<file path="src/rfc_pkg.sv">
`default_nettype none
// ----------------------------------------------------------------------------
// rfc_pkg
// Shared types, constants and tables of the RMS feed-forward compressor.
// ----------------------------------------------------------------------------
package rfc_pkg;

  localparam int SAMPLE_W = 16;
  localparam int RATIO_M1 = 3;

  localparam int MAG_W    = SAMPLE_W + 1;
  localparam int SQ_LSH   = (2 * SAMPLE_W <= 34) ? 34 - 2 * SAMPLE_W : 0;
  localparam int SQ_RSH   = (2 * SAMPLE_W <= 34) ? 0 : 2 * SAMPLE_W - 34;
  localparam int REG_W    = 24;
  localparam int ADDR_W   = 5;
  localparam int ENV_W    = 23;
  localparam int LG_W     = 19;
  localparam int ROOT_W   = 24;
  localparam int RAD_W    = 48;
  localparam int SREM_W   = 26;
  localparam int C_W      = 24 + $clog2(RATIO_M1 + 1);
  localparam int D_W      = C_W + 1;
  localparam int NUM_W    = ENV_W + C_W + 1;
  localparam int G_W      = 25;
  localparam int Y_W      = MAG_W + G_W - 16;
  localparam int CNT_W    = 5;

  localparam int SQRT_STEPS = 24;
  localparam int LOG_STEPS  = 16;
  localparam int DIV_STEPS  = 24;
  localparam int EXP_STEPS  = 16;

  localparam logic [ENV_W-1:0] DB_MAX   = '1;
  localparam logic [23:0]      LN2_Q24  = 24'd11629080;
  localparam logic [23:0]      L2T_Q24  = 24'd2786635;
  localparam logic [24:0]      ONE_Q24  = 25'h1000000;
  localparam logic [63:0]      HALF_Q24 = 64'h800000;
  localparam logic [Y_W-1:0]   POS_MAX  = Y_W'((64'd1 << (SAMPLE_W - 1)) - 64'd1);

  localparam logic [REG_W-1:0] THR_RST    = 24'd92572;
  localparam logic [REG_W-1:0] BIAS_RST   = 24'd1170;
  localparam logic [REG_W-1:0] MAKEUP_RST = 24'd65536;
  localparam logic [REG_W-1:0] DBS_RST    = 24'd569239;
  localparam logic [REG_W-1:0] ATK_RST    = 24'd14978900;
  localparam logic [REG_W-1:0] REL_RST    = 24'd16775948;
  localparam logic [REG_W-1:0] RMS_RST    = 24'd13373290;

  typedef enum logic [2:0] {
    REG_THR, REG_BIAS, REG_MAKEUP, REG_DBS, REG_ATK, REG_REL, REG_RMS
  } reg_idx_e;

  typedef enum logic [4:0] {
    OP_NONE, OP_LOAD, OP_MS_A, OP_MS_B, OP_SQRT, OP_LVL, OP_NORM, OP_LOG,
    OP_LN, OP_OVR, OP_ENV_A, OP_ENV_B, OP_BIAS, OP_DIVSET, OP_DIV, OP_T,
    OP_EXP, OP_TOT, OP_GAIN, OP_OUT
  } op_e;

  typedef enum logic [4:0] {
    S_IDLE, S_MS_A, S_MS_B, S_SQRT_LVL, S_LVL, S_NORM, S_LOG, S_LN, S_OVR,
    S_ENV_A, S_ENV_B, S_BIAS, S_SQRT_RAT, S_DIVSET, S_DIV, S_T, S_EXP,
    S_TOT, S_GAIN, S_FIN
  } state_e;

  typedef struct packed {
    op_e              op;
    logic [CNT_W-1:0] cnt;
  } cmd_t;

  typedef struct packed {
    logic lvl_small;
  } status_t;

  typedef struct packed {
    logic [REG_W-1:0] threshold_recip;
    logic [REG_W-1:0] bias_recip;
    logic [REG_W-1:0] makeup_gain;
    logic [REG_W-1:0] db_scale;
    logic [REG_W-1:0] attack_coef;
    logic [REG_W-1:0] release_coef;
    logic [REG_W-1:0] rms_coef;
  } cfg_t;

  typedef logic [16:0][30:0] pow_tab_t;

  function automatic logic [63:0] isqrt_f(input logic [63:0] v_in);
    logic [63:0] v;
    logic [63:0] res;
    logic [63:0] b;
    int          i;
    v   = v_in;
    res = '0;
    b   = 64'h4000000000000000;
    for (i = 0; i < 32; i++) begin
      if (v >= res + b) begin
        v   = v - (res + b);
        res = (res >> 1) + b;
      end else begin
        res = res >> 1;
      end
      b = b >> 2;
    end
    return res;
  endfunction

  // Factors 2^-(2^-j) in Q1.30 for j = 1..16, each from j = 2 on a square root of the one before; entry 0 is 1.0.
  function automatic pow_tab_t pow_table();
    pow_tab_t    t;
    logic [63:0] p;
    int          k;
    t[0] = 31'h40000000;
    p    = isqrt_f(64'h0800000000000000);
    t[1] = p[30:0];
    for (k = 2; k <= 16; k++) begin
      p    = isqrt_f(p << 30);
      t[k] = p[30:0];
    end
    return t;
  endfunction

  localparam pow_tab_t POW_TAB = pow_table();

endpackage
`default_nettype wire

</file>
<file path="src/rfc_ctrl.sv">
`default_nettype none
// ----------------------------------------------------------------------------
// rfc_ctrl
// Sequencer: steps the datapath through one sample and runs the handshakes.
// ----------------------------------------------------------------------------
module rfc_ctrl (
  input  logic               clk_i,
  input  logic               rst_ni,
  input  logic               in_valid_i,
  output logic               in_stall_o,
  output logic               out_valid_o,
  input  logic               out_stall_i,
  input  rfc_pkg::status_t   status_i,
  output rfc_pkg::cmd_t      cmd_o
);
  import rfc_pkg::*;

  state_e           state_q, state_d;
  logic [CNT_W-1:0] cnt_q, cnt_d;
  logic             out_valid_q, out_valid_d;
  logic             can_load;

  assign can_load    = !out_valid_q || !out_stall_i;
  assign out_valid_o = out_valid_q;

  always_comb begin
    state_d = state_q;
    case (state_q)
      S_IDLE:     if (in_valid_i) state_d = S_MS_A;
      S_MS_A:     state_d = S_MS_B;
      S_MS_B:     state_d = S_SQRT_LVL;
      S_SQRT_LVL: if (cnt_q == CNT_W'(SQRT_STEPS - 1)) state_d = S_LVL;
      S_LVL:      state_d = S_NORM;
      S_NORM:     state_d = status_i.lvl_small ? S_ENV_A : S_LOG;
      S_LOG:      if (cnt_q == CNT_W'(LOG_STEPS - 1)) state_d = S_LN;
      S_LN:       state_d = S_OVR;
      S_OVR:      state_d = S_ENV_A;
      S_ENV_A:    state_d = S_ENV_B;
      S_ENV_B:    state_d = S_BIAS;
      S_BIAS:     state_d = S_SQRT_RAT;
      S_SQRT_RAT: if (cnt_q == CNT_W'(SQRT_STEPS - 1)) state_d = S_DIVSET;
      S_DIVSET:   state_d = S_DIV;
      S_DIV:      if (cnt_q == CNT_W'(DIV_STEPS - 1)) state_d = S_T;
      S_T:        state_d = S_EXP;
      S_EXP:      if (cnt_q == CNT_W'(EXP_STEPS - 1)) state_d = S_TOT;
      S_TOT:      state_d = S_GAIN;
      S_GAIN:     state_d = S_FIN;
      S_FIN:      if (can_load) state_d = S_IDLE;
      default:    state_d = S_IDLE;
    endcase
  end

  always_comb begin
    cnt_d = (state_d != state_q) ? '0 : cnt_q + CNT_W'(1);
    out_valid_d = out_valid_q;
    if (state_q == S_FIN && can_load) begin
      out_valid_d = 1'b1;
    end else if (!out_stall_i) begin
      out_valid_d = 1'b0;
    end
  end

  always_comb begin
    in_stall_o = (state_q != S_IDLE);
    cmd_o.cnt  = cnt_q;
    case (state_q)
      S_IDLE:     cmd_o.op = in_valid_i ? OP_LOAD : OP_NONE;
      S_MS_A:     cmd_o.op = OP_MS_A;
      S_MS_B:     cmd_o.op = OP_MS_B;
      S_SQRT_LVL: cmd_o.op = OP_SQRT;
      S_LVL:      cmd_o.op = OP_LVL;
      S_NORM:     cmd_o.op = OP_NORM;
      S_LOG:      cmd_o.op = OP_LOG;
      S_LN:       cmd_o.op = OP_LN;
      S_OVR:      cmd_o.op = OP_OVR;
      S_ENV_A:    cmd_o.op = OP_ENV_A;
      S_ENV_B:    cmd_o.op = OP_ENV_B;
      S_BIAS:     cmd_o.op = OP_BIAS;
      S_SQRT_RAT: cmd_o.op = OP_SQRT;
      S_DIVSET:   cmd_o.op = OP_DIVSET;
      S_DIV:      cmd_o.op = OP_DIV;
      S_T:        cmd_o.op = OP_T;
      S_EXP:      cmd_o.op = OP_EXP;
      S_TOT:      cmd_o.op = OP_TOT;
      S_GAIN:     cmd_o.op = OP_GAIN;
      S_FIN:      cmd_o.op = can_load ? OP_OUT : OP_NONE;
      default:    cmd_o.op = OP_NONE;
    endcase
  end

  always_ff @(posedge clk_i or negedge rst_ni) begin
    if (!rst_ni) begin
      state_q     <= S_IDLE;
      cnt_q       <= '0;
      out_valid_q <= 1'b0;
    end else begin
      state_q     <= state_d;
      cnt_q       <= cnt_d;
      out_valid_q <= out_valid_d;
    end
  end

endmodule
`default_nettype wire

</file>
<file path="config.mk">
export PLATFORM = sky130hd
export DESIGN_NAME = rfc_ctrl
export DESIGN_NICKNAME = d
export VERILOG_FILES = /design/src/rfc_pkg.sv /design/src/rfc_ctrl.sv
export SDC_FILE = /design/constraint.sdc
export NUM_CORES = 1
export LEC_CHECK = 0
export ABC_CLOCK_PERIOD_IN_PS = 1650
export BUFFER_PORTS_ARGS = -buffer_cell sky130_fd_sc_hd__buf_2
export CORE_MARGIN = 5
export CORE_UTILIZATION = 37
export DETAILED_ROUTE_END_ITERATION = 7
export GPL_ROUTABILITY_DRIVEN = 0
export HOLD_SLACK_MARGIN = 0.02
export SETUP_SLACK_MARGIN = 0.1
export SLEW_MARGIN = 5
export SYNTH_ARGS = -nofsm -noshare
export SYNTH_HDL_FRONTEND = slang
export SYNTH_SLANG_ARGS = --single-unit
</file>
<file path="constraint.sdc">
create_clock -name clk_i -period 1.65 [get_ports clk_i]
set_clock_uncertainty 0.15 [all_clocks]
set_input_delay 0.4125 -clock clk_i [delete_from_list [all_inputs] [get_ports clk_i]]
set_output_delay 0.4125 -clock clk_i [all_outputs]
set_load 0.05 [all_outputs]
</file>
Word-level counts from Yosys, hierarchy flattened

Index checks and enable logic that the tools add are counted.

Output and inout port bits: 12
Logic and storage cells: 49
Input bits: 5
Register bits: 11

Add/subtract/negate cells: 1
Muxes and demuxes: 15
Reduce and logical (&&, ||, !) cells: 7
Equal/unequal tests: 23

Operators with widths:

| cell                  | number |
|---|---|
| $pmux W5 S20          | 1 |
| $pmux W5 S19          | 1 |
| $eq A5 B4 Y1 const B  | 9 |
| $mux W5               | 9 |
| $eq A5 B5 Y1 const B  | 5 |
| $eq A5 B3 Y1 const B  | 4 |
| $eq A5 B2 Y1 const B  | 2 |
| $add A5 B1 Y5 const B | 1 |
| $eq A5 B1 Y1 const B  | 1 |
| $logic_not A5 Y1      | 1 |
| $ne A5 B5 Y1          | 1 |
| $reduce_bool A5 Y1    | 1 |
| $mux W4               | 1 |
| $mux W1               | 3 |
| $logic_not A1 Y1      | 2 |
| $ne A2 B1 Y1 const B  | 1 |
| $reduce_or A2 Y1      | 1 |
| $logic_and A1 B1 Y1   | 1 |
| $logic_or A1 B1 Y1    | 1 |

Longest topological paths before layout

Depth after elaboration: 6
Mapped depth: 7
Mapped depth without buffers: 7

Worst setup path before layout

OpenSTA, ideal clock, no wires.

Kind: reg-to-output
Start: register state_q[0]
End: output port cmd_o[6] (netlist name)
Path buffers: 2
Path slack: -0.984 ns
Cell stages (with the launch flop): 6
Required time: 1.087 ns
Arrival time: 2.072 ns
Cell sequence: dfrtp_1 buf_6 clkbuf_1 nand2_1 xor2_1 o21ai_0

RTL lines:

| item                     | RTL line       | source |
|---|---|---|
| start: declaration       | rfc_ctrl.sv:18 | `state_e state_q, state_d;` |
| start signal: assignment | rfc_ctrl.sv:97 | `state_q <= state_d;` |
| end: declaration         | rfc_ctrl.sv:14 | `output rfc_pkg::cmd_t cmd_o` |

==> results.json <==
{
  "syn_to_final_growth_pct": 108,
  "period_minus_slack_ns": 2.21,
  "tightest_slew_ns": 0.408,
  "die_w_um": 61.4,
  "ys_types": 48,
  "rsz0062_at_grt": "true",
  "whs_ns": 0.368,
  "drtIter0Drc": 75,
  "use_met3": 0.0294,
  "p_leak_nw": 0.902,
  "drive_above_1_share": 0.733,
  "vias": 1212,
  "gr-max-usage-layer": "met2",
  "netlist_instances": 110,
  "num_antenna_cells": 0,
  "synth_adder_area_share": 0.0256,
  "cts_tree": "yes",
  "synth-simple-area-share": 0.247,
  "timing_hold_violations_final": 0,
  "avgSynthCellArea_um2": 8.88,
  "slew_violations": 0,
  "core_area_um2": 2500,
  "fin_crit_sh": 1.34,
  "fmax_ghz": 0.453,
  "vias_per_cell": 5.48,
  "synth_xor_area_frac": 0.0359,
  "firstDrtPassIters": 4,
  "critical_path_required_ns": 1.09,
  "synth_top_family_by_area": "compound AO/OA/AOI/OAI gates",
  "synth.largest_area_cell": "dfrtp_1",
  "clk_pin_slew_ns": 0.09,
  "die_h_um": 61.4,
  "setup_viol_count_final": 13,
  "numPlacedInstances": 195,
  "num-nets-final": 199,
  "worst_setup_path_end_kind": "primary output",
  "p_total_w": 0.00497,
  "grt_usage": 0.225,
  "outcome": "complete, but fails checks",
  "ys_top_cells_by_area": "dfrtp_1, a21oi_1, nand2_1",
  "synth_edf_count": 0,
  "dieArea_um2": 3770,
  "syn_nets": 117,
  "drt_wl_total_mm": 4.15,
  "stdcell_count": 221,
  "hpwl_mm": 2.20,
  "timing.final.ws_setup_ns": -0.556,
  "syn_area_um2": 977,
  "slew_headroom": 0.722,
  "setup-tns-final_ns": -5.64,
  "yosysSeqAreaShare": 0.282,
  "ios": 17,
  "use_met2": 0.366,
  "p_per_area_nw_per_um2": 2440,
  "synth_warnings": 0,
  "critPathKind": "flip-flop to primary output",
  "fillers": 133,
  "drc": 0,
  "cap_violations": 0,
  "worstSkewPairLatency_ns": 0.29,
  "startpoint_type": "flip-flop",
  "layout.cells.most_common": "buf_4",
  "synth_top_area_frac": 0.282,
  "initial_core_util": 0.391,
  "final_cell_mix": "buf_4, buf_6, nand2_1",
  "hp-class": "input port to async pin",
  "cts_root_buffer": "clkbuf_4",
  "wire_per_inst_um": 18.8,
  "violations": "negative setup slack",
  "numCtsBuffers": 3,
  "synth_mux_area_frac": 0.0256,
  "synth-seq-cells": 11,
  "clock_path_buffers": 2,
  "multi_input_area_um2": 885,
  "rows": 18,
  "ant_nets": 0,
  "cp_max_fo": 7,
  "worstPathArrival_ns": 1.64,
  "gr-total-overflow": 0,
  "io_buffers": 16,
  "synth_ff_type": "dfrtp_1",
  "synth-compound-area-share": 0.296,
  "ff2ff_path_depth": 8,
  "ys_async_sr_fraction": 1.00,
  "grt_pass1_vias": 1267,
  "antenna_found_initial": 0,
  "peakVddDrop_mv": 2.41,
  "cts.sinks": 11,
  "regArea_um2": 283,
  "grt_pass1_wl_mm": 6.21,
  "h-tree-depth": 1,
  "use_met1": 0.305,
  "grt_start_max_net_pins": 12,
  "post-route-util": 0.814
}
==> cells in the mapped netlist (all sizes together) (2+ instances only) <==
cell type / number
a21o: 3
a21oi: 10
a2bb2oi: 2
and3: 2
buf: 8
clkbuf: 2
dfrtp: 11
ha: 2
inv: 4
nand2: 10
nand2b: 4
nand3: 3
nand3b: 2
nor2: 6
nor4: 4
nor4b: 2
o211ai: 2
o21ai: 8
o22ai: 2
or2: 2
xor2: 3
==> final timing paths <==
kind                                  start          end  slack, ns
worst min-delay path                 rst_ni  out_valid_o       0.37
min in group clk_i              out_stall_i  out_valid_o       0.37
worst max register to register   state_q[3]     cnt_q[0]      -0.52
worst min register to register  out_valid_o  out_valid_o       0.54
max in group asynchronous            rst_ni   state_q[0]       0.74
worst max-delay path             state_q[3]     cmd_o[5]      -0.56
==> through the flow <==
| stage | worst slack, ns | area, um^2 |
|---|---|---|
| final | -0.556 | 2040 |
| after global placement | -0.330 | 1460 |
| after global routing | -0.608 | 2040 |
| after CTS | -0.506 | 1850 |
| after floorplan | -0.672 | 1070 |
| after detailed placement | -0.382 | 1460 |
==> power breakdown <==
| part | internal [W] | switching, W |
|---|---|---|
| Clock | 0.0000901 | 0.000117 |
| Combinational | 0.00205 | 0.00225 |
| Sequential | 0.000346 | 0.000122 |
| Total | 0.00248 | 0.00249 |
==> sequential cells by signal, summed over array words and instances, names as in the netlist <==
register,cells
cnt_q,5
out_valid_o,1
state_q,5
==> layout make-up <==
| type | count | share of cell area |
|---|---|---|
| flip-flops and latches | 11 | 0.139 |
| well taps | 30 | 0.0184 |
| repair buffers | 87 | 0.382 |
| inverters | 4 | 0.0123 |
| multi-input cells | 85 | 0.435 |
| clock buffers | 3 | 0.0111 |
| clock inverters | 1 | 0.00246 |
==> per-layer routing <==
metal | vias to the layer above | wire (um)
li1 | 569 | -
met3 | 8 | 111
met5 | - | 0
met4 | 0 | 89
met2 | 30 | 2100
met1 | 605 | 1850
==> what timing repair did <==
action,in CTS,in global routing
resized for setup,65,32
endpoints found under the setup margin,19,20
setup buffers,16,9
endpoints found under the hold margin,11,0
hold buffers,1,0
cloned,0,0
pin swaps,9,18
==> worst max-delay path, cell delays in order, from the launching register on <==
cell and delay, ns:
dfrtp_1 0.44, buf_6 0.17, nand2b_4 0.15, a211o_1 0.27, o211ai_1 0.09, buf_4 0.23
==> kinds of logic after synthesis <==
family / after synthesis
AND/OR/NAND/NOR: 40
AO/OA/AOI/OAI: 37
buffers and inverters: 14
flip-flops: 11
XOR/XNOR: 4
multiplexers: 2
adder cells (fa/ha/maj): 2
(Power assumes the default switching activity.)
