**config.mk**
```make
export PLATFORM = sky130hd
export DESIGN_NAME = rfc_regs
export DESIGN_NICKNAME = d
export VERILOG_FILES = /design/src/rfc_pkg.sv /design/src/rfc_regs.sv
export SDC_FILE = /design/constraint.sdc
export NUM_CORES = 1
export LEC_CHECK = 0
export BUFFER_PORTS_ARGS = -buffer_cell sky130_fd_sc_hd__buf_2
export CAP_MARGIN = 20
export CORE_ASPECT_RATIO = 0.75
export CORE_MARGIN = 2
export CORE_UTILIZATION = 43
export DETAILED_ROUTE_END_ITERATION = 8
export GPL_TIMING_DRIVEN = 0
export PLACE_DENSITY = 0.69
export SKIP_CTS_REPAIR_TIMING = 1
export SLEW_MARGIN = 20
export SYNTH_ARGS = -nofsm -noshare
export SYNTH_HDL_FRONTEND = slang
export SYNTH_SLANG_ARGS = --single-unit
```
**constraint.sdc**
```tcl
create_clock -name clk_i -period 2.11 [get_ports clk_i]
set_input_delay 0.1055 -clock clk_i [delete_from_list [all_inputs] [get_ports clk_i]]
set_output_delay 0.1055 -clock clk_i [all_outputs]
set_load 0.01 [all_outputs]
```
**src/rfc_pkg.sv**
```systemverilog
`default_nettype none
// ----------------------------------------------------------------------------
// rfc_pkg
// Shared types, constants and tables of the RMS feed-forward compressor.
// ----------------------------------------------------------------------------
package rfc_pkg;

  localparam int SAMPLE_W = 16;
  localparam int RATIO_M1 = 3;

  localparam int MAG_W    = SAMPLE_W + 1;
  localparam int SQ_LSH   = (2 * SAMPLE_W <= 34) ? 34 - 2 * SAMPLE_W : 0;
  localparam int SQ_RSH   = (2 * SAMPLE_W <= 34) ? 0 : 2 * SAMPLE_W - 34;
  localparam int REG_W    = 24;
  localparam int ADDR_W   = 5;
  localparam int ENV_W    = 23;
  localparam int LG_W     = 19;
  localparam int ROOT_W   = 24;
  localparam int RAD_W    = 48;
  localparam int SREM_W   = 26;
  localparam int C_W      = 24 + $clog2(RATIO_M1 + 1);
  localparam int D_W      = C_W + 1;
  localparam int NUM_W    = ENV_W + C_W + 1;
  localparam int G_W      = 25;
  localparam int Y_W      = MAG_W + G_W - 16;
  localparam int CNT_W    = 5;

  localparam int SQRT_STEPS = 24;
  localparam int LOG_STEPS  = 16;
  localparam int DIV_STEPS  = 24;
  localparam int EXP_STEPS  = 16;

  localparam logic [ENV_W-1:0] DB_MAX   = '1;
  localparam logic [23:0]      LN2_Q24  = 24'd11629080;
  localparam logic [23:0]      L2T_Q24  = 24'd2786635;
  localparam logic [24:0]      ONE_Q24  = 25'h1000000;
  localparam logic [63:0]      HALF_Q24 = 64'h800000;
  localparam logic [Y_W-1:0]   POS_MAX  = Y_W'((64'd1 << (SAMPLE_W - 1)) - 64'd1);

  localparam logic [REG_W-1:0] THR_RST    = 24'd92572;
  localparam logic [REG_W-1:0] BIAS_RST   = 24'd1170;
  localparam logic [REG_W-1:0] MAKEUP_RST = 24'd65536;
  localparam logic [REG_W-1:0] DBS_RST    = 24'd569239;
  localparam logic [REG_W-1:0] ATK_RST    = 24'd14978900;
  localparam logic [REG_W-1:0] REL_RST    = 24'd16775948;
  localparam logic [REG_W-1:0] RMS_RST    = 24'd13373290;

  typedef enum logic [2:0] {
    REG_THR, REG_BIAS, REG_MAKEUP, REG_DBS, REG_ATK, REG_REL, REG_RMS
  } reg_idx_e;

  typedef enum logic [4:0] {
    OP_NONE, OP_LOAD, OP_MS_A, OP_MS_B, OP_SQRT, OP_LVL, OP_NORM, OP_LOG,
    OP_LN, OP_OVR, OP_ENV_A, OP_ENV_B, OP_BIAS, OP_DIVSET, OP_DIV, OP_T,
    OP_EXP, OP_TOT, OP_GAIN, OP_OUT
  } op_e;

  typedef enum logic [4:0] {
    S_IDLE, S_MS_A, S_MS_B, S_SQRT_LVL, S_LVL, S_NORM, S_LOG, S_LN, S_OVR,
    S_ENV_A, S_ENV_B, S_BIAS, S_SQRT_RAT, S_DIVSET, S_DIV, S_T, S_EXP,
    S_TOT, S_GAIN, S_FIN
  } state_e;

  typedef struct packed {
    op_e              op;
    logic [CNT_W-1:0] cnt;
  } cmd_t;

  typedef struct packed {
    logic lvl_small;
  } status_t;

  typedef struct packed {
    logic [REG_W-1:0] threshold_recip;
    logic [REG_W-1:0] bias_recip;
    logic [REG_W-1:0] makeup_gain;
    logic [REG_W-1:0] db_scale;
    logic [REG_W-1:0] attack_coef;
    logic [REG_W-1:0] release_coef;
    logic [REG_W-1:0] rms_coef;
  } cfg_t;

  typedef logic [16:0][30:0] pow_tab_t;

  function automatic logic [63:0] isqrt_f(input logic [63:0] v_in);
    logic [63:0] v;
    logic [63:0] res;
    logic [63:0] b;
    int          i;
    v   = v_in;
    res = '0;
    b   = 64'h4000000000000000;
    for (i = 0; i < 32; i++) begin
      if (v >= res + b) begin
        v   = v - (res + b);
        res = (res >> 1) + b;
      end else begin
        res = res >> 1;
      end
      b = b >> 2;
    end
    return res;
  endfunction

  // Factors 2^-(2^-j) in Q1.30 for j = 1..16, each from j = 2 on a square root of the one before; entry 0 is 1.0.
  function automatic pow_tab_t pow_table();
    pow_tab_t    t;
    logic [63:0] p;
    int          k;
    t[0] = 31'h40000000;
    p    = isqrt_f(64'h0800000000000000);
    t[1] = p[30:0];
    for (k = 2; k <= 16; k++) begin
      p    = isqrt_f(p << 30);
      t[k] = p[30:0];
    end
    return t;
  endfunction

  localparam pow_tab_t POW_TAB = pow_table();

endpackage
`default_nettype wire

```
**src/rfc_regs.sv**
```systemverilog
`default_nettype none
// ----------------------------------------------------------------------------
// rfc_regs
// APB register file holding the compressor settings.
// ----------------------------------------------------------------------------
module rfc_regs (
  input  logic                        clk_i,
  input  logic                        rst_ni,
  input  logic                        psel,
  input  logic                        penable,
  input  logic                        pwrite,
  input  logic [rfc_pkg::ADDR_W-1:0]  paddr,
  input  logic [31:0]                 pwdata,
  output logic [31:0]                 prdata,
  output logic                        pready,
  output rfc_pkg::cfg_t               cfg_o
);
  import rfc_pkg::*;

  cfg_t     cfg_q, cfg_d;
  reg_idx_e idx;
  logic     wr_en;

  assign idx    = reg_idx_e'(paddr[ADDR_W-1:2]);
  assign wr_en  = psel & penable & pwrite;
  assign pready = 1'b1;
  assign cfg_o  = cfg_q;

  always_comb begin
    cfg_d = cfg_q;
    if (wr_en) begin
      case (idx)
        REG_THR:    cfg_d.threshold_recip = pwdata[REG_W-1:0];
        REG_BIAS:   cfg_d.bias_recip      = pwdata[REG_W-1:0];
        REG_MAKEUP: cfg_d.makeup_gain     = pwdata[REG_W-1:0];
        REG_DBS:    cfg_d.db_scale        = pwdata[REG_W-1:0];
        REG_ATK:    cfg_d.attack_coef     = pwdata[REG_W-1:0];
        REG_REL:    cfg_d.release_coef    = pwdata[REG_W-1:0];
        REG_RMS:    cfg_d.rms_coef        = pwdata[REG_W-1:0];
        default: ;
      endcase
    end
  end

  always_comb begin
    case (idx)
      REG_THR:    prdata = 32'(cfg_q.threshold_recip);
      REG_BIAS:   prdata = 32'(cfg_q.bias_recip);
      REG_MAKEUP: prdata = 32'(cfg_q.makeup_gain);
      REG_DBS:    prdata = 32'(cfg_q.db_scale);
      REG_ATK:    prdata = 32'(cfg_q.attack_coef);
      REG_REL:    prdata = 32'(cfg_q.release_coef);
      REG_RMS:    prdata = 32'(cfg_q.rms_coef);
      default:    prdata = '0;
    endcase
  end

  always_ff @(posedge clk_i or negedge rst_ni) begin
    if (!rst_ni) begin
      cfg_q.threshold_recip <= THR_RST;
      cfg_q.bias_recip      <= BIAS_RST;
      cfg_q.makeup_gain     <= MAKEUP_RST;
      cfg_q.db_scale        <= DBS_RST;
      cfg_q.attack_coef     <= ATK_RST;
      cfg_q.release_coef    <= REL_RST;
      cfg_q.rms_coef        <= RMS_RST;
    end else begin
      cfg_q <= cfg_d;
    end
  end

endmodule
`default_nettype wire

```
Word-level counts from Yosys, hierarchy flattened
Cells that the tools add are included.

operators by class
  reductions and logical operators = 8
  muxes and demuxes = 1
  equality and inequality tests = 6
  bitwise gates (word level) = 2

operators with widths
  operator                                       count
  case mux 24 bit (7 select lines)               1
  AND reduction 2 bit                            7
  == test 3 bit, second input constant           3
  == test 3 x 2 -> 1 bit, second input constant  2
  == test 3 x 1 -> 1 bit, second input constant  1
  logical NOT 3 bit                              1
  AND 1 bit                                      2

storage, ports and cells
  register bits = 168
  word-level logic and storage cells = 24
  input bits = 42
  output and inout bits = 201

Longest topological paths before layout
Gate-level depths: netlist of the first run.

  word-level depth = 3
  depth in mapped cells = 6
  mapped depth without buffers = 3

Worst setup path after synthesis of the first run
No wires, ideal clock.

  kind = input port to flip-flop
  start point = input port paddr[4] (netlist bit)
  end point = register cfg_q (netlist bit cfg_o[100])
  required time = 1985 ps
  library setup time = 125 ps
  path buffers = 2
  arrival time = 1287 ps
  slack = 698 ps
  stages = 5
  cells stage by stage = clkbuf_1 nand2b_1 nor2_1 buf_4 mux2_2

between the ends
  longest elaborated chain between the ends = 2

ends and longest elaborated chain
  item                           line            text
  start: declaration             rfc_regs.sv:12  input logic [rfc_pkg::ADDR_W-1:0] paddr,
  == test 3 x 2 -> 1 bit         rfc_regs.sv:32  case (idx)
  AND reduction 2 bit (no line)  --
  end signal: assignment         rfc_regs.sv:68  cfg_q <= cfg_d;
  end: declaration               rfc_regs.sv:20  cfg_t cfg_q, cfg_d;

No other way between the ends.
A chain may end at the register's enable or synchronous reset.

Final worst setup path of the first run
  start point = input port paddr[2] (netlist bit)
  end point = output port prdata[6]

between the ends
  longest elaborated chain between the ends = 2
  elaborated cells between the ends (all ways) = 8
  those cells by class = eq/ne (6); mux (1); reduce/logical (1)

ends and longest elaborated chain
  item                                   line            text
  == test 3 bit (tied with other cells)  rfc_regs.sv:46  case (idx)
  case mux 24 bit (7 select lines) (*)   rfc_regs.sv:46
  end: declaration                       rfc_regs.sv:14  output logic [31:0] prdata,

Every way passes the cells marked *; elsewhere a longest branch is shown, timed or not.

==> results of run 1 <==
cells in the mapped netlist (all sizes together), types with 2 or more instances:
master / number
mux2: 192
dfstp: 67
dfrtp: 101
mux2i: 35
o21ai: 11
nor2b: 2
a222oi: 11
conb: 2
buf: 37
clkbuf: 13
or3: 2
nand2b: 2
nand3b: 12
o221ai: 13
and3b: 2
nand2: 12
nand3: 11
o21a: 23
nor2: 5
area by class of cell:
| type | instances | area (sq um) | area share [%] |
|---|---|---|---|
| repair buffers | 228 | 1199 | 11.87 |
| well taps | 247 | 309.0 | 3.060 |
| flip-flops and latches | 168 | 4288 | 42.46 |
| plain buffers | 49 | 290.3 | 2.874 |
| clock buffers | 21 | 460.4 | 4.559 |
| inverters | 1 | 3.754 | 0.03717 |
| multi-input cells | 347 | 3402 | 33.68 |
| clock inverters | 11 | 147.6 | 1.462 |
layer usage:
layer  vias up  share of wire, %  wire [microns]
li1       2564                 -               -
met1      3009                46           11230
met2       242                44           10830
met3        26               8.6            2115
met4         0               1.3             306
met5         -                 0               0
worst max-delay path: cells and delay by family:
kind            cells  cell delay, ns
compound gates      1            0.31
buf+inv             4            1.51
worst paths after layout:
path / from / endpoint / slack [ns] / depth (start not counted)
max: paddr[2] / prdata[6] / 0.08 / 5
min in group asynchronous: rst_ni / cfg_o[128]$_DFFE_PN0P_ / 0.27 / 2
max reg2reg: cfg_o[129]$_DFFE_PN0P_ / cfg_o[129]$_DFFE_PN0P_ / 1.30 / 1
min: pwdata[20] / cfg_o[164]$_DFFE_PN0P_ / 0.002 / 2
max in group asynchronous: rst_ni / cfg_o[3]$_DFFE_PN1P_ / 0.97 / 3
min reg2reg: cfg_o[138]$_DFFE_PN0P_ / cfg_o[138]$_DFFE_PN0P_ / 0.52 / 1
kinds of logic (layout without fill, tap and decap cells):
kind of cell | count (synthesis) | count (layout)
multiplexers | 228 | 228
flip-flops | 168 | 168
AO/OA/AOI/OAI | 59 | 59
AND/OR/NAND/NOR | 51 | 51
buffers and inverters | 51 | 310
other | 2 | 9
power by group:
part           switching (mW)  total, mW  internal [mW]
clock                    1.31       3.24           1.93
combinational            1.26       2.55           1.29
sequential              0.497       4.54           4.04
==> reports/summary.json, run 1 <==
{
  "logic_synthesis": {
    "synth-seq-area-share_pct": 53.90,
    "synth-xor-area-share_pct": 0,
    "largest_family_of_logic_cells_by_synthesized_area": "multiplexers",
    "synth_adder_area_share_pct": 0,
    "fraction_of_the_mapped_netlist_area_in_compound_gates_pct": 5.741,
    "synth.area.mux_share_pct": 32.81,
    "postSynth.asyncResetShare_pct": 100.0,
    "synth_simple_gate_area_share_pct": 3.791,
    "yosysTopAreaCell": "dfrtp_1",
    "netlist.area_leader.share_pct": 31.77,
    "synthesis.instances": 559,
    "syn_area_per_cell_sq_um": 14.23,
    "synth_ff_type": "dfrtp_1",
    "synth.distinct_cells": 30,
    "postSynthRegisterBits": 168,
    "yosys-top-cells-area": "dfrtp_1, mux2_2, dfstp_2, mux2i_1, mux2_4",
    "synthesis.area_sq_um": 7955,
    "yosys_warnings": 0,
    "synth_edf_count": 0
  },
  "place": {
    "placed_cell_area_sq_um": 9439,
    "place_inst": 1036,
    "pre_cts_slack_ns": -0.02613,
    "placer_congestion_estimate": 0.7698,
    "detailedPlacementHpwl_microns": 16440,
    "port_buffers": 222
  },
  "die": {
    "core_sq_um": 18290,
    "die_area_sq_um": 19620,
    "floorplan.io_pins": 243,
    "floorplan.die.width_microns": 161.1,
    "initial_utilization_pct": 43.49,
    "floorplan.die.height_microns": 121.8,
    "core.rowCount": 43
  },
  "worst_setup_path": {
    "critical_path_arrival_ns": 1.93,
    "critical_path_required_ns": 2.00,
    "worstPathCellList": "buf_6 > clkbuf_1 > clkbuf_1 > o221ai_1 > buf_2",
    "startpoint_type": "input pin",
    "timing_worst_setup_path_type": "input pin to primary output",
    "cell_type_with_the_highest_occurrence_count_on_the_critical_path": "clkbuf_1",
    "critPathMaxStageDelay_ns": 0.63,
    "critical_path_cell_with_the_highest_stage_delay": "clkbuf_1",
    "critical_path.max_fanout": 10,
    "worst_setup_path_end_kind": "primary output"
  },
  "drt": {
    "finalWirelength_microns": 24480,
    "postRouteAntennaNets": 0,
    "remaining_drc_errors": 0,
    "iteration_count_of_the_initial_detailed_routing_pass": 5,
    "post_drt_via_cell_ratio": 5.449,
    "drt-wirelength-per-cell_microns": 22.83,
    "detailedRoute.firstIterationViolations": 431,
    "num_vias": 5841
  },
  "cts": {
    "cts_max_path_buffers": 2,
    "numCtsBuffers": 17,
    "clock_tree_from_tritoncts": "yes",
    "clk-insertion-delay-late_ns": 0.42,
    "clock_sinks": 168,
    "cts.reportedPaths.clkPinSlew_ns": 0.06,
    "clock-root-buffer": "clkbuf_16",
    "htreeDepth": 4
  },
  "layout": {
    "layout_commonest_cell": "buf_2",
    "largest_register_ff_count": 168,
    "final_area_sq_um": 10100,
    "fin_nets": 854,
    "finalCoreUtilization_pct": 55.21,
    "antenna_cells_inserted": 0,
    "area_growth_syn_to_layout_pct": 26.96,
    "num-fill-cells": 1583,
    "final_cells": 1072,
    "final_layout_size_suffix_gt1_share_pct": 66.18,
    "mostFrequentLayoutCells": "buf_2, mux2_2, dfrtp_1, dfstp_2, mux2i_1"
  },
  "sta": {
    "finalHoldViolations": 0,
    "rsz0062_at_grt": "no",
    "timing.fmax_mhz": 491.9,
    "max-slew-margin-rel_pct": 33.77,
    "fin_tns_setup_ns": 0,
    "clock-skew-final_ns": 0,
    "fin_ws_ns": 0.07710,
    "finalWorstPathRequiredPeriod_ns": 2.033,
    "finalHoldWorstSlack_ns": 0.002494,
    "transition_time_at_the_pin_with_the_least_slew_margin_ns": 0.9935,
    "finalSetupViolCount": 0,
    "slew_violations": 0,
    "portion_of_the_clock_cycle_consumed_by_the_worst_path_in_the_final_layout_pct": 96.35
  },
  "power_and_ir_drop": {
    "irDropWorstVdd_uv": 657.6,
    "design_power_total_mw": 10.33,
    "power_leakage_nw": 4.927,
    "power_per_cell_area_nw_per_um2": 1023
  },
  "status": {
    "outcome": "finished, final reports clean"
  },
  "global_route": {
    "largest_net_degree_at_the_start_of_global_routing": 89,
    "grtUsageMet2_pct": 38.09,
    "global_route_met1_utilization_pct": 35.76,
    "grt_usage_pct": 25.37,
    "busiest_layer": "met2",
    "first_global_vias": 5841,
    "globalRoute.totalOverflow": 0,
    "grt_first_pass_wirelength_microns": 36740,
    "met3_usage_pct": 7.933,
    "grt_antenna_before_repair": 0
  },
  "flow_run": {
    "number_of_maximum_capacitance_constraint_violations": 0
  },
  "hold_path": {
    "min_path_type": "input pin to register"
  }
}
Note: power is estimated with default switching activity, not from simulation.
==> inputs of run 2 (changes only) <==
RECOVER_POWER = 100   (was not set)
clock period = 2.6 ns   (was 2.11 ns; I/O delays follow)
==> run 2 against run 1 <==
Effect of this change: the flow now finishes with violations (capacitance limit, slew limit); power shrank 21%; cell area shrank 3.5%; via count down 1.2%; clock skew is the same; final cell count shrank 0.28%; die area did not move; clock power down 19%; combinational power fell by 25%; worst setup slack improved by 0.29 ns; core utilization down 1.9 points; hold slack gained 0.0042 ns; sequential power shrank 19%.
==> reports/summary.json, run 2 (synthesized netlist as in run 1, its figures left out) <==
{
  "sta": {
    "finalWorstPathRequiredPeriod_ns": 2.236,
    "slew_violations": 88,
    "timing.fmax_mhz": 447.2,
    "finalHoldViolations": 0,
    "finalSetupViolCount": 0,
    "finalHoldWorstSlack_ns": 0.006698,
    "fin_ws_ns": 0.3638,
    "clock-skew-final_ns": 0,
    "transition_time_at_the_pin_with_the_least_slew_margin_ns": 2.012,
    "portion_of_the_clock_cycle_consumed_by_the_worst_path_in_the_final_layout_pct": 86.01,
    "rsz0062_at_grt": "no",
    "max-slew-margin-rel_pct": -34.17
  },
  "layout": {
    "final_layout_size_suffix_gt1_share_pct": 39.42,
    "largest_register_ff_count": 168,
    "area_growth_syn_to_layout_pct": 22.52,
    "mostFrequentLayoutCells": "clkbuf_1, mux2_2, dfrtp_1, buf_2, dfstp_1",
    "fin_nets": 851,
    "antenna_cells_inserted": 0,
    "layout_commonest_cell": "clkbuf_1"
  },
  "die": {
    "core.rowCount": 43,
    "floorplan.die.width_microns": 161.1,
    "floorplan.die.height_microns": 121.8,
    "core_sq_um": 18290,
    "die_area_sq_um": 19620,
    "floorplan.io_pins": 243,
    "initial_utilization_pct": 43.49
  },
  "power_and_ir_drop": {
    "combinationalPowerShare_pct": 23.2,
    "cell_internal_pwr_mw": 5.684,
    "power_leakage_nw": 4.243,
    "share_seq_of_total_power_pct": 44.7,
    "power.share.clock_pct": 32.1,
    "power_per_cell_area_nw_per_um2": 838.8,
    "power.net_switching_mw": 2.492,
    "power_switching_share_pct": 30.48,
    "irDropWorstVdd_uv": 502.4
  },
  "cts": {
    "clk-insertion-delay-late_ns": 0.42,
    "htreeDepth": 4,
    "cts.reportedPaths.clkPinSlew_ns": 0.06,
    "numCtsBuffers": 17,
    "clock-root-buffer": "clkbuf_16",
    "clock_tree_from_tritoncts": "yes",
    "clock_sinks": 168,
    "cts_max_path_buffers": 2
  },
  "worst_setup_path": {
    "timing_worst_setup_path_type": "input pin to primary output",
    "r2r-end": "cfg_o[144]$_DFFE_PN0P_",
    "critical_path_buf_inv_count": 5,
    "ff2ff_path_depth": 1,
    "critical_path_required_ns": 2.47,
    "startpoint_type": "input pin",
    "cell_type_with_the_highest_occurrence_count_on_the_critical_path": "clkbuf_1",
    "r2r_setup_slack_ns": 1.75,
    "critical_path.max_fanout": 10,
    "critPathMaxStageDelay_ns": 0.60,
    "worstPathCellList": "clkbuf_1 > clkbuf_1 > clkbuf_2 > clkbuf_1 > o21a_1 > o221ai_1 > clkbuf_1",
    "worst_setup_path_end_kind": "primary output",
    "timing.critical_path.max_delay_family": "buffers and inverters",
    "start_of_the_worst_register_to_register_path": "cfg_o[144]$_DFFE_PN0P_",
    "critical_path_arrival_ns": 2.11,
    "critical_path_cell_with_the_highest_stage_delay": "clkbuf_1"
  },
  "global_route": {
    "globalRoute.totalOverflow": 0,
    "grt_first_pass_wirelength_microns": 36740,
    "grt_antenna_before_repair": 0,
    "grt_usage_pct": 25.37,
    "largest_net_degree_at_the_start_of_global_routing": 89,
    "first_global_vias": 5841
  },
  "drt": {
    "drt-wirelength-per-cell_microns": 22.89,
    "num_vias": 5769,
    "detailedRoute.firstIterationViolations": 503,
    "postRouteAntennaNets": 0,
    "remaining_drc_errors": 0,
    "iteration_count_of_the_initial_detailed_routing_pass": 5,
    "finalWirelength_microns": 24470,
    "post_drt_via_cell_ratio": 5.397
  },
  "place": {
    "detailedPlacementHpwl_microns": 16440,
    "port_buffers": 222,
    "pre_cts_slack_ns": 0.4149,
    "placer_congestion_estimate": 0.7698
  },
  "hold_path": {
    "hold_path.startpoint": "pwdata[12]",
    "hold-path-endpoint": "cfg_o[156]$_DFFE_PN0P_",
    "whs_path_depth": 2,
    "min_path_type": "input pin to register"
  },
  "flow_run": {
    "number_of_maximum_capacitance_constraint_violations": 1
  },
  "status": {
    "outcome": "complete, but fails checks",
    "violated_checks": "capacitance limit, slew limit"
  }
}
## run 2: how the worst max path moves through the flow
stage / end / slack, ns / startpoint / cells past startpoint
after detailed placement: prdata[6] / 0.41 / paddr[4] / 7
after global routing: cfg_o[162]$_DFFE_PN0P_ / 0.17 / rst_ni / 2
after floorplan: cfg_o[100]$_DFFE_PN0P_ / 1.16 / paddr[4] / 5
after CTS: prdata[6] / 0.42 / paddr[4] / 7
after global placement: cfg_o[93]$_DFFE_PN0P_ / -1.24 / rst_ni / 1
final: prdata[6] / 0.36 / paddr[4] / 7
## run 2: power by group through the flow
| stage | clock, mW | sequential [mW] | combinational, mW |
|---|---|---|---|
| 2_1_floorplan | 0 | 3.90 | 0.892 |
| 3_3_place_gp | 0 | 3.70 | 2.03 |
| 3_5_place_dp | 0 | 3.71 | 2.06 |
| 4_1_cts | 2.67 | 3.68 | 2.07 |
| 5_1_grt | 2.78 | 3.73 | 2.06 |
| 6_report | 2.62 | 3.66 | 1.90 |
## run 2: per-layer routing
metal | up-vias | track usage, % | part of all wire (%)
met5 | - | 0 | 0
met4 | 0 | 6.752 | 1.3
met3 | 25 | 7.933 | 8.3
met2 | 242 | 38.09 | 44
met1 | 2952 | 35.76 | 46
li1 | 2550 | - | -
## run 2: cell type report
class	count	area [sq um]
plain buffers	50	240.2
clock buffers	21	460.4
clock inverters	11	147.6
fillers	1704	8546
inverters	1	3.754
multi-input cells	347	3334
flip-flops and latches	168	4288
well taps	247	309.0
repair buffers	224	963.4
## run 2: per-stage QoR
step           power, mW  cell area [sq um]  TNS (ns)  utilization [%]  cells
2_1_floorplan      4.794               7981         0                -    566
3_3_place_gp       5.730               9402   -139.67            51.40   1035
3_5_place_dp       5.777               9439         0            51.60   1036
4_1_cts            8.423              10050         0            54.92   1068
5_1_grt            8.573               9747         0            53.28   1069
6_report           8.175               9747         0            53.28   1069
==> inputs of run 3 (changes only) <==
clock period = 2.8 ns   (was 2.6 ns; I/O delays follow)
==> run 3 against run 2 <==
Effect of this change: the run now ends clean; hold slack gained 0.013 ns; register-to-register slack gained 0.20 ns; power shrank 7.1%; first-iteration DRC count shrank 3.6%; global-route usage is the same; non-clock buffer count is the same; worst setup slack gained 0.17 ns; clock power shrank 7%; sequential share of layout area grew 0.057 points; critical endpoint unchanged.
==> reports/summary.json, run 3 (synthesized netlist as in run 1, its figures left out) <==
{
  "power_and_ir_drop": {
    "share_seq_of_total_power_pct": 44.7,
    "power_leakage_nw": 4.231,
    "power_per_cell_area_nw_per_um2": 780.1,
    "combinationalPowerShare_pct": 23.2,
    "design_power_total_mw": 7.594,
    "irDropWorstVdd_uv": 466.3,
    "power.net_switching_mw": 2.319,
    "cell_internal_pwr_mw": 5.275,
    "power_switching_share_pct": 30.54,
    "power.share.clock_pct": 32.1
  },
  "layout": {
    "num-fill-cells": 1708,
    "final_cells": 1069,
    "area_growth_syn_to_layout_pct": 22.37,
    "fin_nets": 851,
    "finalCoreUtilization_pct": 53.21,
    "mostFrequentLayoutCells": "clkbuf_1, mux2_2, dfrtp_1, buf_2, dfstp_1",
    "antenna_cells_inserted": 0,
    "final_layout_size_suffix_gt1_share_pct": 39.17,
    "layout_commonest_cell": "clkbuf_1",
    "largest_register_ff_count": 168
  },
  "status": {
    "outcome": "finished, final reports clean"
  },
  "drt": {
    "drt-met1-wl_microns": 11190,
    "detailedRoute.firstIterationViolations": 485,
    "iteration_count_of_the_initial_detailed_routing_pass": 5,
    "detailroute.wirelength.met3_microns": 2217,
    "post_drt_via_cell_ratio": 5.423,
    "finalWirelength_microns": 24500,
    "postRouteAntennaNets": 0,
    "met2_length_microns": 10790,
    "maxUsedRoutingLayer": "met4",
    "num_vias": 5797,
    "remaining_drc_errors": 0,
    "drt-wirelength-per-cell_microns": 22.91
  },
  "cts": {
    "htreeDepth": 4,
    "clock_tree_from_tritoncts": "yes",
    "clk-insertion-delay-late_ns": 0.41,
    "cts.reportedPaths.clkPinSlew_ns": 0.06,
    "clock-root-buffer": "clkbuf_16",
    "clock_sinks": 168,
    "numCtsBuffers": 17,
    "cts_max_path_buffers": 2
  },
  "die": {
    "floorplan.die.height_microns": 121.8,
    "initial_utilization_pct": 43.49,
    "floorplan.io_pins": 243,
    "core_sq_um": 18290,
    "die_area_sq_um": 19620,
    "floorplan.die.width_microns": 161.1,
    "core.rowCount": 43
  },
  "sta": {
    "rsz0062_at_grt": "no",
    "fin_ws_ns": 0.5382,
    "portion_of_the_clock_cycle_consumed_by_the_worst_path_in_the_final_layout_pct": 80.78,
    "finalSetupViolCount": 0,
    "clock-skew-final_ns": 0,
    "finalHoldViolations": 0,
    "finalWorstPathRequiredPeriod_ns": 2.262,
    "fin_tns_setup_ns": 0,
    "transition_time_at_the_pin_with_the_least_slew_margin_ns": 1.100,
    "timing.fmax_mhz": 442.1,
    "slew_violations": 0,
    "max-slew-margin-rel_pct": 26.67
  },
  "global_route": {
    "grt_usage_pct": 25.37,
    "grt_antenna_before_repair": 0,
    "largest_net_degree_at_the_start_of_global_routing": 89,
    "grt_first_pass_wirelength_microns": 36740,
    "globalRoute.totalOverflow": 0,
    "first_global_vias": 5841
  },
  "place": {
    "pre_cts_slack_ns": 0.5949,
    "detailedPlacementHpwl_microns": 16440,
    "place_inst": 1036,
    "placer_congestion_estimate": 0.7698,
    "port_buffers": 222
  },
  "worst_setup_path": {
    "worst_setup_path_end_kind": "primary output",
    "critical_path.max_fanout": 10,
    "timing_worst_setup_path_type": "input pin to primary output",
    "critical_path_required_ns": 2.66,
    "startpoint_type": "input pin",
    "critical_path_arrival_ns": 2.12
  },
  "flow_run": {
    "number_of_maximum_capacitance_constraint_violations": 0
  },
  "hold_path": {
    "min_path_type": "input pin to register"
  }
}
==> run 3: critical path, cell delays in order <==
cell,delay (ns)
clkbuf_1,0.11
clkbuf_1,0.30
buf_2,0.36
clkbuf_1,0.59
o21a_1,0.23
o221ai_1,0.19
clkbuf_1,0.20
==> run 3: power groups by stage <==
stage,Sequential (mW),Clock (mW),Combinational (mW)
final,3.40,2.44,1.76
after global routing,3.46,2.58,1.91
after CTS,3.42,2.48,1.93
after detailed placement,3.45,0,1.92
after global placement,3.44,0,1.88
after floorplan,3.62,0,0.828
==> run 3: area by class of cell <==
type | instances | area, sq um | share of cell area [%]
plain buffers | 50 | 240.2 | 2.468
clock inverters | 11 | 147.6 | 1.517
clock buffers | 21 | 460.4 | 4.730
inverters | 1 | 3.754 | 0.03856
flip-flops and latches | 168 | 4288 | 44.05
repair buffers | 224 | 950.9 | 9.769
well taps | 247 | 309.0 | 3.175
multi-input cells | 347 | 3334 | 34.25
==> run 3: metrics by stage <==
stage          hold slack [ns]  instance area [sq um]
3_3_place_gp            0.4518                   9402
4_1_cts                -0.2734                  10050
6_report               0.02014                   9734
3_5_place_dp            0.1836                   9439
5_1_grt                0.01725                   9734
2_1_floorplan          -0.1556                   7981
==> run 3: final timing paths <==
kind                                         from  cells past startpoint  slack (ns)                      to
max in group asynchronous                  rst_ni                      3        0.91   cfg_o[98]$_DFFE_PN0P_
min                                    pwdata[12]                      2        0.02  cfg_o[156]$_DFFE_PN0P_
max reg2reg                cfg_o[144]$_DFFE_PN0P_                      1        1.95  cfg_o[144]$_DFFE_PN0P_
max                                      paddr[4]                      7        0.54               prdata[6]
min in group asynchronous                  rst_ni                      2        0.30  cfg_o[128]$_DFFE_PN0P_
min reg2reg                cfg_o[163]$_DFFE_PN0P_                      1        0.52  cfg_o[163]$_DFFE_PN0P_
==> run 3: metal layers <==
| metal | vias to the layer above | track usage (%) |
|---|---|---|
| met2 | 243 | 38.09 |
| met3 | 21 | 7.933 |
| met4 | 0 | 6.752 |
| met5 | - | 0 |
| li1 | 2548 | - |
| met1 | 2985 | 35.76 |
